$ cat config.mk
export PLATFORM = sky130hd
export DESIGN_NAME = nrs_ctrl
export DESIGN_NICKNAME = d
export VERILOG_FILES = /design/src/design/nrs_pkg.sv /design/src/design/nrs_ctrl.sv
export SDC_FILE = /design/constraint.sdc
export NUM_CORES = 1
export LEC_CHECK = 0
export ABC_AREA = 1
export BUFFER_PORTS_ARGS = -buffer_cell sky130_fd_sc_hd__buf_2
export CORE_AREA = 5 5 42 44
export CTS_CLUSTER_SIZE = 14
export DETAILED_ROUTE_END_ITERATION = 6
export DIE_AREA = 0 0 47 49
export PLACE_DENSITY_LB_ADDON = 0.05
export SYNTH_ARGS = -nofsm -noshare
export SYNTH_HDL_FRONTEND = slang
export SYNTH_SLANG_ARGS = --single-unit
$ cat constraint.sdc
create_clock -name clk -period 1.75 [get_ports clk]
set_input_delay 0.175 -clock clk [delete_from_list [all_inputs] [get_ports clk]]
set_output_delay 0.175 -clock clk [all_outputs]
set_load 0.03 [all_outputs]
$ cat src/design/nrs_pkg.sv
// Shared types and constants for the NACK receive scoreboard.
// Used by nrs_ctrl, nrs_dp and nack_receive_scoreboard; depends on nothing.
package nrs_pkg;

	// Transfer sizing
	localparam int MAX_PACKETS   = 4096;
	localparam int PAYLOAD_BYTES = 1024;

	// Field widths
	localparam int SEQ_IN_W  = 16;                      // arrival sequence field
	localparam int SEQ_W     = $clog2(MAX_PACKETS);     // in-range sequence index
	localparam int CNT_W     = 13;                      // packet count / totals
	localparam int LEN_W     = 11;                      // write length
	localparam int OFFS_W    = 22;                      // write offset
	localparam int CFG_W     = 13;                      // widest config register
	localparam int CFG_IDX_W = 1;

	// Bitmap organization: rows of 32 bits
	localparam int ROW_W      = 32;
	localparam int ROW_BIT_W  = $clog2(ROW_W);
	localparam int ROWS       = MAX_PACKETS / ROW_W;
	localparam int ROW_ADDR_W = $clog2(ROWS);

	// Ratio thresholds as integer numerators over a denominator of ten
	localparam int RATIO_DEN = 10;
	localparam int ARM_NUM   = 8;
	localparam int EARLY_NUM = 7;
	localparam int LOOK_NUM  = 3;

	// x / 10 as (x * 6554) >> 16, exact for x below 12288 (3 * MAX_PACKETS)
	localparam int DIV10_MUL = 6554;
	localparam int DIV10_SH  = 16;

	// Config register indexes
	localparam logic [CFG_IDX_W-1:0] REG_PACKET_COUNT = 1'd0;
	localparam logic [CFG_IDX_W-1:0] REG_LAST_BYTES   = 1'd1;

	// Op codes
	localparam logic OP_ARRIVAL = 1'b0;
	localparam logic OP_POLL    = 1'b1;

	// Bitmap read address select
	localparam logic [1:0] RD_IN     = 2'd0;
	localparam logic [1:0] RD_FLOOR  = 2'd1;
	localparam logic [1:0] RD_CURSOR = 2'd2;

	// Controller to datapath commands
	typedef struct packed {
		logic       load;        // capture request, start row read
		logic       rd_en;
		logic [1:0] rd_sel;
		logic       arr_commit;  // finish arrival, load output
		logic       poll_start;  // latch lookahead bound, clear NACK
		logic       floor_step;  // consume one floor row
		logic       scan_step;   // consume one scan row (or give up)
		logic       emit_poll;   // load poll result into output
	} ctrl_cmd_t;

	// Datapath to controller status
	typedef struct packed {
		logic in_op;        // op of the request on the input port
		logic poll_active;  // armed and not all received
		logic floor_done;   // floor at or beyond its bound
		logic cursor_out;   // cursor at or beyond packet count
		logic fl_more;      // floor row fully set, keep walking
		logic sc_more;      // scan row had no gap, keep walking
	} dp_status_t;

endpackage

$ cat src/design/nrs_ctrl.sv
// Controller state machine for the NACK receive scoreboard.
// Depends on nrs_pkg; drives nrs_dp through ctrl_cmd_t and reads dp_status_t.
module nrs_ctrl (
	input  logic               clk,
	input  logic               arst_n,
	input  logic               in_valid,
	output logic               in_ready,
	output logic               out_valid,
	input  logic               out_ready,
	output nrs_pkg::ctrl_cmd_t cmd,
	input  nrs_pkg::dp_status_t sts
);
	import nrs_pkg::*;

	localparam logic [2:0] ST_IDLE   = 3'd0;
	localparam logic [2:0] ST_ARR    = 3'd1;
	localparam logic [2:0] ST_FL_CHK = 3'd2;
	localparam logic [2:0] ST_FL_ROW = 3'd3;
	localparam logic [2:0] ST_SC_CHK = 3'd4;
	localparam logic [2:0] ST_SC_ROW = 3'd5;
	localparam logic [2:0] ST_EMIT   = 3'd6;

	logic [2:0] state_q, state_nxt;
	logic       out_valid_q;
	logic       out_free;

	assign out_free  = !out_valid_q || out_ready;
	assign out_valid = out_valid_q;
	assign in_ready  = (state_q == ST_IDLE);

	// Next state and commands
	always_comb begin
		state_nxt = state_q;
		cmd       = '0;
		unique case (state_q)
			ST_IDLE: begin
				if (in_valid) begin
					cmd.load       = 1'b1;
					cmd.rd_en      = 1'b1;
					cmd.rd_sel     = RD_IN;
					cmd.poll_start = (sts.in_op == OP_POLL);
					if (sts.in_op == OP_ARRIVAL) begin
						state_nxt = ST_ARR;
					end else if (sts.poll_active) begin
						state_nxt = ST_FL_CHK;
					end else begin
						state_nxt = ST_EMIT;
					end
				end
			end
			ST_ARR: begin
				if (out_free) begin
					cmd.arr_commit = 1'b1;
					state_nxt      = ST_IDLE;
				end
			end
			ST_FL_CHK: begin
				if (sts.floor_done) begin
					state_nxt = ST_SC_CHK;
				end else begin
					cmd.rd_en  = 1'b1;
					cmd.rd_sel = RD_FLOOR;
					state_nxt  = ST_FL_ROW;
				end
			end
			ST_FL_ROW: begin
				cmd.floor_step = 1'b1;
				state_nxt      = sts.fl_more ? ST_FL_CHK : ST_SC_CHK;
			end
			ST_SC_CHK: begin
				if (sts.cursor_out) begin
					cmd.scan_step = 1'b1;
					state_nxt     = ST_EMIT;
				end else begin
					cmd.rd_en  = 1'b1;
					cmd.rd_sel = RD_CURSOR;
					state_nxt  = ST_SC_ROW;
				end
			end
			ST_SC_ROW: begin
				cmd.scan_step = 1'b1;
				state_nxt     = sts.sc_more ? ST_SC_CHK : ST_EMIT;
			end
			ST_EMIT: begin
				if (out_free) begin
					cmd.emit_poll = 1'b1;
					state_nxt     = ST_IDLE;
				end
			end
			default: begin
				state_nxt = ST_IDLE;
			end
		endcase
	end

	// State and output valid
	always_ff @(posedge clk or negedge arst_n) begin
		if (!arst_n) begin
			state_q     <= ST_IDLE;
			out_valid_q <= 1'b0;
		end else begin
			state_q <= state_nxt;
			if (cmd.arr_commit || cmd.emit_poll) begin
				out_valid_q <= 1'b1;
			end else if (out_ready) begin
				out_valid_q <= 1'b0;
			end
		end
	end

endmodule

Word level (Yosys, flattened, before mapping):

Index checks and enable logic that the tools add are counted.

* flip-flop bits (word level): 4
* logic and storage cells: 41

* equality and inequality tests: 8
* multiplexer cells: 24
* reductions and logical operators: 7

Operators by type and width (number)
* $mux 3: 8
* $pmux 3 s6: 1
* $mux 1: 10
* $eq 3x3->1 const B: 3
* $pmux 3 s3: 1
* $eq 3x2->1 const B: 2
* $mux 2: 2
* $mux 4: 1
* $eq 3x1->1 const B: 1
* $logic_not 3->1: 1
* $logic_or 1x1->1: 2
* $ne 2x1->1 const B: 1
* $ne 2x2->1 const B: 1
* $pmux 1 s2: 1
* $reduce_and 2->1: 1
* $reduce_bool 2->1: 1
* $reduce_or 2->1: 1
* $logic_not 1->1: 1

Logic depth before layout (Yosys ltp):

Gate-level depths: netlist (run 1).

* depth in word-level cells: 6
* gate-level depth with buffers: 9

Worst setup path after synthesis (run 1):

OpenSTA, ideal clock, no wires.

* path type: register to output
* start: reg state_q[0]
* end: out cmd[7] (netlist name)
* arrival time: 1.520 ns
* required time: 1.575 ns
* setup slack: 0.055 ns
* cell stages (with the launch flop): 6
* cell sequence: dfrtp_1 buf_6 nor2_2 nand2_4 nor2_1 or2_1

RTL lines
* start, declared: RTL line nrs_ctrl.sv:23 `logic [2:0] state_q, state_nxt;`
* start signal, assigned: RTL line nrs_ctrl.sv:102 `state_q <= state_nxt;`
* end, declared: RTL line nrs_ctrl.sv:10 `output nrs_pkg::ctrl_cmd_t cmd,`

==> impl_metrics.json, run 1 <==
{
  "syn_to_final_growth_pct": 33.82,
  "drtPass1Iterations": 2,
  "initial_core_util_pct": 30.89,
  "cts.sinks": 4,
  "final_antenna_net_count": 0,
  "numCtsBuffers": 3,
  "syn_nets": 77,
  "post_drt_via_cell_ratio": 4.429,
  "clock_latency_ns": 0.23,
  "period_share_pct": 93.56,
  "finalHoldViolations": 0,
  "crit_fanout": 9,
  "grt_pass1_wl_um": 1807,
  "layout_commonest_cell": "buf_2",
  "slew_headroom_pct": 73.32,
  "clk_pin_slew_ns": 0.04,
  "wl_um": 1028,
  "setup_tns_ns": 0,
  "groute.usage.overall_pct": 10.66,
  "worstSetupStartpoint": "state_q[0]",
  "finalCriticalPeriod_ns": 1.637,
  "drt_iter0_drc": 3,
  "die_area_um2": 2303,
  "place_area_um2": 541.8,
  "stdcell_count": 105,
  "cp-end-kind": "output pin",
  "place.gp.congestion": 0.6974,
  "hold_path.class": "in2async",
  "syn_area_um2": 432.9,
  "die_y_um": 49,
  "io_pins": 21,
  "netlist.area_leader.share_pct": 23.12,
  "port_buffers": 20,
  "p_per_area_nw_per_um2": 1657,
  "ys_seq_area_share_pct": 23.12,
  "fin_util_pct": 41.34,
  "wl_met3_um": 48,
  "max_cap_viol_count": 0,
  "cp.arrival_ns": 1.46,
  "avgSynthCellArea_um2": 6.559,
  "synth_cell_types": 21,
  "setup_ws_ns": 0.1127,
  "mostFrequentLayoutCells": "buf_2, nand2_1, inv_1",
  "dp_slack_ns": 0.3370,
  "startpoint_type": "flip-flop",
  "outcome": "finished clean",
  "highest_layer": "met4",
  "wire_per_inst_um": 9.790,
  "root_buffer": "clkbuf_4",
  "dp_cells": 101,
  "h-tree-depth": 1,
  "antennaDiodeCount": 0,
  "grt_pass1_vias": 451,
  "regToRegStartpoint": "state_q[1]",
  "ys_warn_count": 0,
  "grt-ovfl-total": 0,
  "m1WireLength_um": 471,
  "drc": 0,
  "cts_tree": "done",
  "place_hpwl_um": 856.7,
  "wl_met2_um": 503,
  "route.vias.total": 465,
  "fmax_ghz": 0.6108,
  "drive_gt1_share_pct": 41.57,
  "grt_max_degree": 10,
  "fin_area_um2": 579.3,
  "worstMarginPinSlew_ns": 0.4002,
  "die_x_um": 47,
  "rsz0062_at_grt": "no",
  "required_ns": 1.57,
  "synth_top_area_cell": "dfrtp_1",
  "antenna_found_initial": 0,
  "drv_slew": 0,
  "leakagePower_nw": 0.3682,
  "fin_skew_ns": 0.0002459,
  "cts_buffer_depth": 2,
  "path_class": "reg2out",
  "syn_inst": 66,
  "final_net_count": 102,
  "max-vdd-ir-drop_mv": 0.6282,
  "row_count": 14,
  "setup_viol": 0,
  "core_um2": 1401,
  "synth_area_leaders": "dfrtp_1, nand2_1, inv_1, nor2_1, nand4_1",
  "ys_seq_elements": 4
}
==> stage by stage <==
stage | total power, mW | hold WS (ns)
6_report | 0.9600 | 0.2884
5_1_grt | 1.067 | 0.3030
3_3_place_gp | 0.8512 | -0.01693
3_5_place_dp | 0.8429 | -0.01572
2_1_floorplan | 0.7109 | -0.1206
4_1_cts | 0.9662 | 0.2663
==> area by class of cell <==
class                           count  area, µm²
Sequential cell                     4      100.1
Fill cell                         162      822.0
Multi-Input combinational cell     47      271.5
Clock buffer                        3      22.52
Tap cell                           16      20.02
Timing Repair Buffer               21      110.1
Inverter                           14      55.05
==> cell families after synthesis <==
family	after synthesis	synth area share, %
adder cells (fa/ha/maj)	1	2.890
AND/OR/NAND/NOR	44	56.36
flip-flops	4	23.12
buffers and inverters	15	15.32
AO/OA/AOI/OAI	2	2.310
==> worst max-delay path, stage by stage (launching register included) <==
cell and delay, ns:
dfrtp_1 0.57, nor2_4 0.08, nand3b_1 0.12, nand2_1 0.09, or2_1 0.20, buf_2 0.17
==> synth_stat cells <==
cell type,instances
nand3b_2,1
inv_2,3
nor2_1,9
or2_1,2
o21ai_1,1
nand4_1,4
ha_1,1
nand2_1,12
nand3_1,4
nand3_2,2
dfrtp_1,4
buf_6,1
nor3_1,2
inv_1,10
nor2_2,1
inv_4,1
nor2_4,1
nand2_2,3
nand2_4,2
nand3b_1,1
a21oi_1,1
==> path summary, 6_finish.rpt <==
path                              end  slack, ns  cells after the start
setup reg to reg           state_q[2]       0.47                      7
min in group clk           state_q[0]       0.29                      4
hold reg to reg            state_q[1]       0.66                      2
max in group asynchronous  state_q[2]       1.35                      2
hold / removal             state_q[1]       0.29                      2
setup / recovery               cmd[7]       0.11                      5
==> state kept, by name, indices dropped and copies added, names as in the netlist <==
signal / count
state_q: 3
out_valid: 1
==> routing by layer <==
metal | track usage (%) | vias up
met5 | 0 | -
met1 | 13.72 | 204
met4 | 5.530 | 0
met2 | 16.06 | 6
met3 | 2.214 | 2
li1 | - | 253
==> where the power goes <==
part	switching, mW	internal, mW
Combinational	0.440	0.210
Clock	0.0363	0.0766
Sequential	0.0682	0.129
==> repair_timing <==
action                                  in CTS  in global routing
hold buffers                                 1                  0
endpoints found under the setup margin       0                  1
buffers inserted                             0                  0
hold endpoints to repair                     4                  0
resized for setup                            0                  1
Power figures use the tool's default switching activity.
==> run 2, diff against run 1 <==
Settings changed: CELL_PAD_IN_SITES_DETAIL_PLACEMENT set to 1, CELL_PAD_IN_SITES_GLOBAL_PLACEMENT set to 2, CORE_AREA 5 5 42 44 to unset, CORE_MARGIN set to 5, CORE_UTILIZATION set to 23, DIE_AREA 0 0 47 49 to unset.
==> impl_metrics.json, run 2 (synthesis gave the netlist of run 1 again) <==
{
  "outcome": "finished clean",
  "slew_headroom_pct": 79.40,
  "root_buffer": "clkbuf_4",
  "largest_reg_flops": 3,
  "critPathSlowestCell": "dfrtp_2",
  "grt-ovfl-total": 0,
  "die_area_um2": 2850,
  "crit_fanout": 6,
  "post_drt_via_cell_ratio": 4.219,
  "die_x_um": 53.39,
  "cts_buffer_depth": 2,
  "worstMarginPinSlew_ns": 0.3078,
  "setup_viol": 0,
  "startpoint_type": "flip-flop",
  "pwr-share-seq_pct": 21.0,
  "final_antenna_net_count": 0,
  "fin_area_um2": 593.1,
  "final_net_count": 102,
  "worstSetupStartpoint": "state_q[1]",
  "crit_chain": "inv_2 > nor2_4 > nand3b_2 > nand2_1 > or2_1 > buf_2",
  "grt_pass1_vias": 503,
  "layout_commonest_cell": "buf_2",
  "mostFrequentLayoutCells": "buf_2, nand2_1, inv_1",
  "cts.sinks": 4,
  "finalPower_mw": 0.9799,
  "pwr-share-comb_pct": 67.5,
  "clk_pin_slew_ns": 0.04,
  "setup_ws_ns": 0.1146,
  "cts_tree": "done",
  "stdcell_count": 114,
  "max-vdd-ir-drop_mv": 0.5808,
  "drtPass1Iterations": 4,
  "h-tree-depth": 1,
  "wire_per_inst_um": 10.70,
  "period_share_pct": 93.45,
  "cp.arrival_ns": 1.46,
  "dp_cells": 110,
  "grt_pass1_wl_um": 2104,
  "clkPwrFrac_pct": 11.5,
  "regToRegStartpoint": "state_q[1]",
  "setup_tns_ns": 0,
  "cp-end-kind": "output pin",
  "fin_skew_ns": 0.004728,
  "fmax_ghz": 0.6115,
  "drive_gt1_share_pct": 43.82,
  "top_register": "state_q",
  "switching_share_pct": 57.26,
  "clock_latency_ns": 0.23,
  "path_class": "reg2out",
  "place_area_um2": 553.0,
  "core_um2": 1764,
  "antennaDiodeCount": 0,
  "io_pins": 21,
  "drt_iter0_drc": 10,
  "wl_um": 1220,
  "place.gp.congestion": 0.7106,
  "finalHoldViolations": 0,
  "place_hpwl_um": 1025,
  "initial_core_util_pct": 24.54,
  "grt_max_degree": 10,
  "drv_slew": 0,
  "hold_path.class": "in2async",
  "die_y_um": 53.39,
  "route.vias.total": 481,
  "drc": 0,
  "p_per_area_nw_per_um2": 1652,
  "syn_to_final_growth_pct": 36.99,
  "rsz0062_at_grt": "no",
  "port_buffers": 20,
  "post_cts_buffers": 0,
  "finalCriticalPeriod_ns": 1.635,
  "max_stage_delay_ns": 0.46,
  "dp_slack_ns": 0.3069,
  "antenna_found_initial": 0,
  "numCtsBuffers": 3,
  "p_int_mw": 0.4188,
  "row_count": 15,
  "required_ns": 1.57,
  "groute.usage.overall_pct": 10.10,
  "leakagePower_nw": 0.3655,
  "power.net_switching_mw": 0.5611,
  "max_cap_viol_count": 0
}
## run 2: cell counts in the layout (fill, tap and decap cells not counted)
No cell type changed its count.
## run 2: path summary, 6_finish.rpt
kind	depth (start not counted)	to	slack [ns]
max	6	cmd[7]	0.11
min	2	state_q[2]	0.27
max reg2reg	7	state_q[1]	0.48
min reg2reg	2	state_q[2]	0.65
max in group asynchronous	2	state_q[1]	1.35
min in group clk	4	state_q[0]	0.27
## run 2: cell type report
cell class	count	area (µm²)
clock buffers	3	22.52
fillers	254	1171
inverters	14	55.05
multi-input cells	47	271.5
flip-flops and latches	4	102.6
well taps	25	31.28
repair buffers	21	110.1
## run 2: metal layers
metal	vias up	wire length, µm	GRT usage (%)
li1	255	-	-
met1	213	566	12.50
met2	13	566	16.12
met3	0	88	3.944
met4	0	0	2.553
met5	-	0	0
## run 2: worst max-delay path, delay by kind of cell, from the launching register on
kind | cells | cell delay, ns
flip-flops | 1 | 0.46
AND/OR/NAND/NOR | 4 | 0.44
buffers and inverters | 2 | 0.33
## run 2: what timing repair did
item,4_1_cts,5_1_grt
endpoints found under the setup margin,0,2
endpoints found under the hold margin,4,0
gates resized for setup,0,3
hold buffers,1,0
## run 2: metrics by stage
| step | hold WS, ns | utilization, % |
|---|---|---|
| final | 0.2664 | 33.62 |
| after global routing | 0.2699 | 33.62 |
| after CTS | 0.2614 | 33.19 |
| after detailed placement | -0.01639 | 31.35 |
| after global placement | -0.01479 | 31.35 |
| after floorplan | -0.1206 | - |
## run 2: power by group through the flow
stage | sequential (mW) | clock [mW] | combinational [mW]
detailed placement | 0.197 | 0 | 0.664
CTS | 0.197 | 0.120 | 0.672
finish | 0.206 | 0.113 | 0.661
global placement | 0.195 | 0 | 0.673
floorplan | 0.184 | 0 | 0.527
global route | 0.215 | 0.130 | 0.739
==> run 3, diff against run 2 <==
Settings changed: CORE_MARGIN 5 to 2, GPL_TIMING_DRIVEN set to 0.
==> impl_metrics.json, run 3 (synthesis gave the netlist of run 1 again) <==
{
  "outcome": "finished clean",
  "required_ns": 1.57,
  "final_net_count": 103,
  "fill_cells": 247,
  "setup_viol": 0,
  "largest_reg_flops": 3,
  "antenna_found_initial": 0,
  "numCtsBuffers": 3,
  "worstMarginPinSlew_ns": 0.2653,
  "mostFrequentLayoutCells": "buf_2, nand2_1, inv_1",
  "initial_core_util_pct": 24.80,
  "route.vias.total": 476,
  "crit_fanout": 6,
  "cts.sinks": 4,
  "place_area_um2": 564.3,
  "drt_iter0_drc": 6,
  "grt_util_met3_pct": 5.000,
  "hold_path.class": "in2async",
  "top_register": "state_q",
  "post_cts_buffers": 0,
  "fin_area_um2": 598.1,
  "stdcell_count": 115,
  "dp_cells": 111,
  "drtPass1Iterations": 3,
  "grt-busiest-layer": "met1",
  "place.gp.congestion": 0.7289,
  "rsz0062_at_grt": "no",
  "h-tree-depth": 1,
  "path_class": "reg2out",
  "die_x_um": 47.39,
  "row_count": 15,
  "cp.arrival_ns": 1.45,
  "place_hpwl_um": 982.5,
  "grt_pass1_wl_um": 1869,
  "cts_tree": "done",
  "period_share_pct": 92.61,
  "finalCriticalPeriod_ns": 1.621,
  "fin_skew_ns": 0.005720,
  "grt-ovfl-total": 0,
  "slew_headroom_pct": 82.24,
  "drv_slew": 0,
  "grt_util_met1_pct": 17.54,
  "cp-end-kind": "output pin",
  "finalHoldViolations": 0,
  "port_buffers": 20,
  "p_per_area_nw_per_um2": 1648,
  "max_stage_delay_ns": 0.46,
  "cts_buffer_depth": 2,
  "max-vdd-ir-drop_mv": 0.5248,
  "drive_gt1_share_pct": 43.33,
  "clock_latency_ns": 0.24,
  "wire_per_inst_um": 10.40,
  "crit_chain": "inv_2 > nor2_4 > nand3b_2 > nand2_1 > or2_1 > buf_2",
  "groute.usage.overall_pct": 12.18,
  "critPathSlowestCell": "dfrtp_1",
  "setup_tns_ns": 0,
  "syn_to_final_growth_pct": 38.15,
  "max_cap_viol_count": 0,
  "startpoint_type": "flip-flop",
  "fmax_ghz": 0.6170,
  "use_met2_pct": 16.49,
  "grt_pass1_vias": 421,
  "wl_um": 1196,
  "die_y_um": 47.39,
  "critPathTopFamily": "flip-flops",
  "grt_max_degree": 10,
  "die_area_um2": 2245,
  "root_buffer": "clkbuf_4",
  "whs_ns": 0.2834,
  "io_pins": 21,
  "final_antenna_net_count": 0,
  "drc": 0,
  "leakagePower_nw": 0.3714,
  "path_buf_inv": 2,
  "post_drt_via_cell_ratio": 4.139,
  "core_um2": 1745,
  "antennaDiodeCount": 0,
  "layout_commonest_cell": "buf_2",
  "clk_pin_slew_ns": 0.04
}
==> run 3: changes by cell type in the layout (fill, tap and decap cells not counted) <==
cell	previous run	this run
dfrtp_1	2	3
nor2_2	0	1
dfrtp_2	2	1
buf_6	0	1
nor2_4	2	1
==> run 3: metal layers <==
metal	vias up	share of wire, %
met3	0	4.2
met1	211	51
li1	255	-
met5	-	0
met2	10	45
met4	0	0
==> run 3: layout make-up <==
| type | instances | area, µm² | area share, % |
|---|---|---|---|
| Multi-Input combinational cell | 47 | 266.5 | 44.56 |
| Timing Repair Buffer | 21 | 110.1 | 18.41 |
| Sequential cell | 4 | 101.3 | 16.95 |
| Inverter | 14 | 55.05 | 9.205 |
| Tap cell | 25 | 31.28 | 5.230 |
| Clock buffer | 3 | 22.52 | 3.766 |
| Buffer | 1 | 11.26 | 1.883 |
==> run 3: what timing repair did <==
item | in CTS | in global routing
endpoints found under the hold margin | 4 | 0
hold buffers | 1 | 0
endpoints found under the setup margin | 0 | 1
resized for setup | 0 | 1
==> run 3: where the power goes <==
| part | internal (mW) | switching (mW) |
|---|---|---|
| clock network | 0.0766 | 0.0363 |
| logic | 0.219 | 0.475 |
| registers | 0.131 | 0.0473 |
| total | 0.427 | 0.559 |
==> run 3: path summary, 6_finish.rpt <==
check | startpoint | to | slack [ns] | cells after the start
worst max-delay path | state_q[1] | cmd[7] | 0.13 | 6
worst min-delay path | arst_n | out_valid | 0.28 | 2
worst max register to register | state_q[1] | state_q[2] | 0.45 | 7
worst min register to register | state_q[0] | state_q[0] | 0.64 | 3
max in group asynchronous | arst_n | state_q[2] | 1.33 | 2
min in group clk | sts[5] | state_q[0] | 0.30 | 4
==> run 3: per-stage QoR <==
step	worst slack (ns)	utilization [%]	total power, mW
after floorplan	0.05548	-	0.7109
after global placement	0.3352	32.33	0.8791
after detailed placement	0.3206	32.33	0.8847
after CTS	0.07090	34.19	1.005
after global routing	0.03735	34.27	1.088
final	0.1294	34.27	0.9859
